**config.mk**
```make
export PLATFORM = sky130hd
export DESIGN_NAME = sit_sqrt
export DESIGN_NICKNAME = d
export VERILOG_FILES = /design/src/rtl/core/assert_macros.svh /design/src/rtl/core/sit_pkg.sv /design/src/rtl/core/sit_sqrt.sv
export SDC_FILE = /design/constraint.sdc
export NUM_CORES = 2
export LEC_CHECK = 0
export ABC_CLOCK_PERIOD_IN_PS = 3830
export BUFFER_PORTS_ARGS = -buffer_cell sky130_fd_sc_hd__buf_4
export CAP_MARGIN = 20
export CORE_ASPECT_RATIO = 2
export CORE_MARGIN = 2
export CORE_UTILIZATION = 63
export DETAILED_ROUTE_END_ITERATION = 7
export PLACE_DENSITY_LB_ADDON = 0.1
export SKIP_CTS_REPAIR_TIMING = 1
export SKIP_LAST_GASP = 1
export SLEW_MARGIN = 10
export SYNTH_ARGS = -nofsm -noshare
export SYNTH_HDL_FRONTEND = slang
export SYNTH_SLANG_ARGS = --single-unit
```
**constraint.sdc**
```tcl
create_clock -name clock -period 3.83 [get_ports clock]
set_input_delay 0.1915 -clock clock [delete_from_list [all_inputs] [get_ports clock]]
set_output_delay 0.1915 -clock clock [all_outputs]
set_load 0.01 [all_outputs]
```
**src/rtl/core/assert_macros.svh**
```systemverilog
// Assertion macros shared by the spherical inversion core
`ifndef ASSERT_MACROS_SVH
`define ASSERT_MACROS_SVH

// expr must hold at every clock edge outside reset
`define SIT_ASSERT(label, expr, msg) \
   label: assert property (@(posedge clock) disable iff (reset) (expr)) else $error(msg);

// pre at an edge implies post at the same edge
`define SIT_ASSERT_IMPL(label, pre, post, msg) \
   label: assert property (@(posedge clock) disable iff (reset) (pre) |-> (post)) else $error(msg);

// pre at an edge implies post at the next edge
`define SIT_ASSERT_NEXT(label, pre, post, msg) \
   label: assert property (@(posedge clock) disable iff (reset) (pre) |=> (post)) else $error(msg);

`endif

```
**src/rtl/core/sit_pkg.sv**
```systemverilog
// Types, constants and saturation helpers of the spherical inversion core
package sit_pkg;

   localparam int unsigned DATA_W     = 32;
   localparam int unsigned FRAC_W     = 20;
   localparam int unsigned RR_W       = 64;
   localparam int unsigned QUO_W      = 32;
   localparam int unsigned RSQ_SHIFT  = 16;
   localparam int unsigned DNUM_SHIFT = 4;
   localparam int unsigned CNUM_W     = RR_W + FRAC_W;
   localparam int unsigned DPROD_W    = RR_W + 1 + DATA_W;
   localparam int unsigned DNUM_W     = DPROD_W + DNUM_SHIFT;
   localparam int unsigned MAG_W      = RR_W - 1 - FRAC_W;
   localparam int unsigned SQRT_STEPS = RR_W / 2;
   localparam int unsigned DIV_LAT    = QUO_W + 1;
   localparam int unsigned CSR_IDX_W  = 3;

   localparam logic [DATA_W-1:0] ONE     = 32'h0010_0000;
   localparam logic [DATA_W-1:0] POS_MAX = 32'h7FFF_FFFF;
   localparam logic [DATA_W-1:0] NEG_MAX = 32'h8000_0000;

   // stage numbers: index k names item pipeline register k, counted from the input register
   localparam int unsigned ST_RR    = 3;
   localparam int unsigned ST_ROOT  = ST_RR + SQRT_STEPS;
   localparam int unsigned ST_CQ    = ST_RR + DIV_LAT;
   localparam int unsigned ST_POST  = ST_CQ + 1;
   localparam int unsigned ST_DPROD = ST_ROOT + 1;
   localparam int unsigned ST_DT    = ST_DPROD + 1;
   localparam int unsigned ST_DPART = ST_DT + 1;
   localparam int unsigned ST_DNUM  = ST_DPART + 1;
   localparam int unsigned ST_DQ    = ST_DNUM + DIV_LAT;
   localparam int unsigned ST_SCALE = ST_DQ + 1;
   localparam int unsigned LATENCY  = ST_SCALE + 1;

   typedef enum logic [CSR_IDX_W-1:0] {
      REG_PRE_X       = 3'd0,
      REG_PRE_Y       = 3'd1,
      REG_PRE_Z       = 3'd2,
      REG_POST_X      = 3'd3,
      REG_POST_Y      = 3'd4,
      REG_POST_Z      = 3'd5,
      REG_RADIUS_SQ   = 3'd6,
      REG_FINAL_SCALE = 3'd7
   } csr_reg_type;

   typedef struct packed {
      logic [DATA_W-1:0] val;
      logic              sat;
   } sat_word_type;

   typedef struct packed {
      logic                   valid;
      logic                   apply;
      logic                   sat;
      logic                   rrz;
      logic [RR_W-1:0]        rr;
      logic [2:0][DATA_W-1:0] pt;
      logic [DATA_W-1:0]      de;
   } item_type;

   function automatic logic [DATA_W-1:0] mag32(input logic [DATA_W-1:0] v);
      return v[DATA_W-1] ? (~v + 32'd1) : v;
   endfunction

   function automatic sat_word_type add_sat(input logic [DATA_W-1:0] a,
                                            input logic [DATA_W-1:0] b);
      logic [DATA_W:0] s;
      sat_word_type    r;
      s = {a[DATA_W-1], a} + {b[DATA_W-1], b};
      if (s[DATA_W] != s[DATA_W-1]) begin
         r.sat = 1'b1;
         r.val = s[DATA_W] ? NEG_MAX : POS_MAX;
      end else begin
         r.sat = 1'b0;
         r.val = s[DATA_W-1:0];
      end
      return r;
   endfunction

   function automatic sat_word_type sat_signed(input logic neg,
                                               input logic [MAG_W-1:0] m);
      sat_word_type r;
      if (!neg) begin
         if (|m[MAG_W-1:DATA_W-1]) begin
            r.sat = 1'b1;
            r.val = POS_MAX;
         end else begin
            r.sat = 1'b0;
            r.val = m[DATA_W-1:0];
         end
      end else begin
         if ((|m[MAG_W-1:DATA_W]) || (m[DATA_W-1] && (|m[DATA_W-2:0]))) begin
            r.sat = 1'b1;
            r.val = NEG_MAX;
         end else begin
            r.sat = 1'b0;
            r.val = ~m[DATA_W-1:0] + 32'd1;
         end
      end
      return r;
   endfunction

endpackage

```
**src/rtl/core/sit_sqrt.sv**
```systemverilog
// Pipelined integer square root, one root bit per stage
module sit_sqrt (
   input  logic                        clock,
   input  logic [sit_pkg::RR_W-1:0]    rr_i,
   output logic [sit_pkg::DATA_W-1:0]  root_o
);

   localparam int unsigned N  = sit_pkg::SQRT_STEPS;
   localparam int unsigned DW = sit_pkg::RR_W;

   logic [DW-1:0] v_ff [0:N-1];
   logic [DW-1:0] v_in [0:N-1];
   logic [DW-1:0] r_ff [0:N-1];
   logic [DW-1:0] r_in [0:N-1];

   for (genvar s = 0; s < N; s++) begin : g_step
      localparam logic [DW-1:0] BIT = DW'(1) << (DW - 2 - 2 * s);
      logic [DW-1:0] v_src;
      logic [DW-1:0] r_src;
      logic [DW-1:0] trial;
      logic          ge;
      if (s == 0) begin : g_first
         assign v_src = rr_i;
         assign r_src = '0;
      end else begin : g_next
         assign v_src = v_ff[s-1];
         assign r_src = r_ff[s-1];
      end
      assign trial   = r_src + BIT;
      assign ge      = v_src >= trial;
      assign v_in[s] = ge ? (v_src - trial) : v_src;
      assign r_in[s] = ge ? ((r_src >> 1) + BIT) : (r_src >> 1);
   end

   always_ff @(posedge clock) begin
      v_ff <= v_in;
      r_ff <= r_in;
   end

   assign root_o = r_ff[N-1][sit_pkg::DATA_W-1:0];

endmodule

```
==> impl_summary.txt <==
----------------------------------------------------
[Run status]
  Status ... finished, violations left
  Violations in the final reports ... hold timing, setup timing

[Synth]
  Number of synthesized flops with an enable pin ... 0
  Unique masters post-synth ... 94
  Area of the mapped netlist ... 95600 µm²
  Top FF cell, synth ... sky130_fd_sc_hd__dfxtp_1
  Warning count from the yosys run ... 0
  Number of storage elements in the synthesis netlist ... 2512
  Synthesized Nets ... 10237
  FFs w/ async S/R, synth ... 0
  Synthesized area per cell ... 9.95 µm²
  Cells after Synth ... 9614
  Proportion of synthesized chip area in sequential cells ... 0.526

[Timing]
  Hold Worst Slack ... -0.0130 ns
  Worst slew pin tran ... 1.04 ns
  Slew Viols, Final ... 0
  Worst slew slack as a fraction of its limit ... 0.304
  Final period demand of the worst path ... 4.08 ns
  Maximum clock frequency ... 245 MHz
  Unrepaired setup endpoints after global routing ... true
  Number of hold violations in the final report ... 2
  Post-route fraction of the period consumed by the critical path ... 1.07
  Minimum setup slack in the final design ... -0.251 ns
  Worst Clk Skew ... 0.0854 ns
  Final Setup Violations ... 34

[Floorplanning]
  Die outline area ... 155000 µm²
  Die span in x ... 280 µm
  Area of the core ... 151000 µm²
  Number of placement rows ... 202
  Top Ports ... 97
  Overall die height ... 555 µm
  Initial cell density of the core ... 0.633

[Setup path]
  Startpoint kind of the worst setup timing path ... register
  Biggest fanout along the worst timing path ... 8
  Critical path buffer and inverter count ... 2
  Register-to-Register Path Depth ... 12
  Startpoint-to-endpoint class of the critical path ... register to register
  List of cells traversed by the critical path ... inv_1 -> ha_4 -> nand4_1 -> or4_4 -> nand4b_1 -> buf_6 -> nand4_1 -> a31oi_2 -> o21ai_4 -> o2111ai_4 -> a2111oi_4 -> xor2_1
  End of the worst register-to-register path ... g_step[29].v_src[51]
  Cell type with the highest occurrence count on the critical path ... sky130_fd_sc_hd__nand4_1
  Worst EP required ... 4.61 ns
  Largest delay contributor family on the critical path ... simple AND/OR/NAND/NOR gates
  FF-to-FF Start ... g_step[28].r_src[34]
  Critical Path End Type ... register
  Minimum setup slack among reg-to-reg paths ... -0.25 ns
  Data arrival time of the critical path ... 4.86 ns
  Slowest CP cell ... sky130_fd_sc_hd__or4_4
  Delay of the slowest cell on the worst path ... 0.70 ns

[CTS]
  Depth of the CTS H-tree ... 4
  CTS root buf ... sky130_fd_sc_hd__clkbuf_16
  CTS tree ... built
  Insertion delay of the later-clocked pin in the worst-skew pair ... 0.86 ns
  Number of clock sinks ... 2512
  Total CTS buffers ... 206
  Bufs on Longest Clock Path ... 4
  Clock-pin slew of the registers on the worst-case setup and hold paths ... 0.08 ns

[Global routing]
  Via count of the first global-routing pass ... 77808
  Initial antenna violation count ... 12
  Global-route wire length before repair ... 433 mm
  Total global routing track utilization ... 0.371
  Global route overflow ... 0
  Maximum number of pins on one net before global-route repair ... 54

[Routing]
  WL final ... 297 mm
  Avg WL per Cell ... 24.1 µm
  # DRC ... 0
  Drt via density ... 5.99
  Number of design-rule violations left by the first detailed-router iteration ... 3736
  Vias after detailed routing ... 73773
  Antenna-violating nets left ... 0
  Pre-Repair DR Iteration Count ... 7

[Final layout]
  Final #Nets ... 10833
  Leading cell types in the layout, fill and taps excluded ... sky130_fd_sc_hd__dfxtp_1, sky130_fd_sc_hd__inv_1, sky130_fd_sc_hd__nor2_1
  Layout overhead on the synthesized area ... 14.8%
  Share of post-route cells with drive strength above 1 ... 0.106
  Leading cell type in the layout, fill and taps excluded ... sky130_fd_sc_hd__dfxtp_1

[Min path]
  Hold Path Class ... input port to register
  Min-Delay Endpoint ... g_step[1].v_src[14]
  Start point of the worst min-delay path ... rr_i[14]
  Min-Delay Path Depth ... 2

[Power]
  Peak ir drop on the vdd network ... 0.821 mV
  Overall Power ... 81.8 mW
  Ratio of total power to cell area ... 745 nW/µm²
  Leakage power ... 50.2 nW

[Placed design]
  Gpl congestion ... 1.05
  Number of port buffers ... 96
  Half-perimeter wire length after placement ... 228 mm

[Run]
  Number of maximum-capacitance violations ... 0

----------------------------------------------------
-- stage by stage --
stage	cell area, µm²	setup TNS [ns]	utilization	setup WS [ns]	instances
5_1_grt	110000	-3.58	0.727	-0.234	12322
6_report	110000	-4.35	0.727	-0.251	12325
4_1_cts	108000	-60.08	0.715	-1.17	12197
3_5_place_dp	101000	-56.45	0.670	-1.16	11828
2_1_floorplan	95600	0	-	0.593	9614
3_3_place_gp	101000	-78.70	0.669	-1.06	11825
-- cell type report --
type | instances | area [µm²]
flip-flops and latches | 2512 | 50300
multi-input cells | 6231 | 42800
fillers | 10885 | 41300
clock buffers | 273 | 5780
repair buffers | 582 | 4840
inverters | 677 | 2540
well taps | 1938 | 2420
clock inverters | 96 | 1140
diodes | 16 | 40.0
-- worst register-to-register path: cells and delay by family (launching register included) --
kind / cells / cell delay (ns)
AND/OR/NAND/NOR: 4 / 1.70
AO/OA/AOI/OAI: 4 / 1.00
buffers and inverters: 2 / 0.44
flip-flops: 1 / 0.37
adder cells (fa/ha/maj): 1 / 0.32
XOR/XNOR: 1 / 0.17
-- kinds of logic (layout without fill, tap and decap cells) --
group | count (synthesis) | count (layout) | synth area share
AND/OR/NAND/NOR | 2870 | 2870 | 0.155
AO/OA/AOI/OAI | 1812 | 1812 | 0.118
multiplexers | 104 | 104 | 0.0122
XOR/XNOR | 887 | 887 | 0.0812
buffers and inverters | 871 | 1628 | 0.0346
other | 0 | 16 | 0
adder cells (fa/ha/maj) | 558 | 558 | 0.0730
flip-flops | 2512 | 2512 | 0.526
-- state kept, by name, indices dropped and copies added, names as in the netlist --
signal / flops
g_step.v_src: 1984
root_o: 32
g_step.r_src: 496
-- routing by layer --
layer  part of all wire  routed length (µm)  track usage
met1               0.26               77600        0.250
met2               0.56              166000        0.747
met3              0.042               12500       0.0663
met4               0.14               40900        0.432
met5            0.00021                  62            0
-- synth_stat cells, types with 116 or more instances --
library cell / number / area [µm²]
sky130_fd_sc_hd__inv_1: 675 / 2530
sky130_fd_sc_hd__nand4_1: 162 / 1010
sky130_fd_sc_hd__clkbuf_1: 160 / 601
sky130_fd_sc_hd__xor2_1: 423 / 3700
sky130_fd_sc_hd__nor3_1: 277 / 1390
sky130_fd_sc_hd__or3_1: 116 / 726
sky130_fd_sc_hd__dfxtp_1: 2512 / 50300
sky130_fd_sc_hd__xnor2_1: 464 / 4060
sky130_fd_sc_hd__nand2_1: 586 / 2200
sky130_fd_sc_hd__nand3_1: 162 / 811
sky130_fd_sc_hd__nor2_1: 676 / 2540
sky130_fd_sc_hd__ha_1: 558 / 6980
sky130_fd_sc_hd__a21o_1: 213 / 1600
sky130_fd_sc_hd__a21oi_1: 623 / 3120
sky130_fd_sc_hd__o21ai_0: 417 / 2090
sky130_fd_sc_hd__nor4_1: 331 / 2070
-- worst max-delay path by stage --
stage                      endpoint  depth (start not counted)                 start  slack [ns]
3_3_place_gp   g_step[29].v_src[51]                         11  g_step[28].r_src[26]       -1.06
5_1_grt        g_step[29].v_src[51]                         14  g_step[28].r_src[23]       -0.23
6_report       g_step[29].v_src[51]                         12  g_step[28].r_src[34]       -0.25
2_1_floorplan  g_step[30].v_src[53]                         12  g_step[29].r_src[25]        0.59
4_1_cts        g_step[29].v_src[51]                         11  g_step[28].r_src[26]       -1.17
3_5_place_dp   g_step[29].v_src[51]                         11  g_step[28].r_src[26]       -1.16
-- power by group --
group          internal [mW]  total, mW  switching [mW]
Sequential              32.0       37.4            5.35
Clock                   12.0       21.8            9.77
Combinational           9.82       22.6            12.8
Total                   53.9       81.8            27.9
No activity file was read; power rests on OpenSTA's default activity.
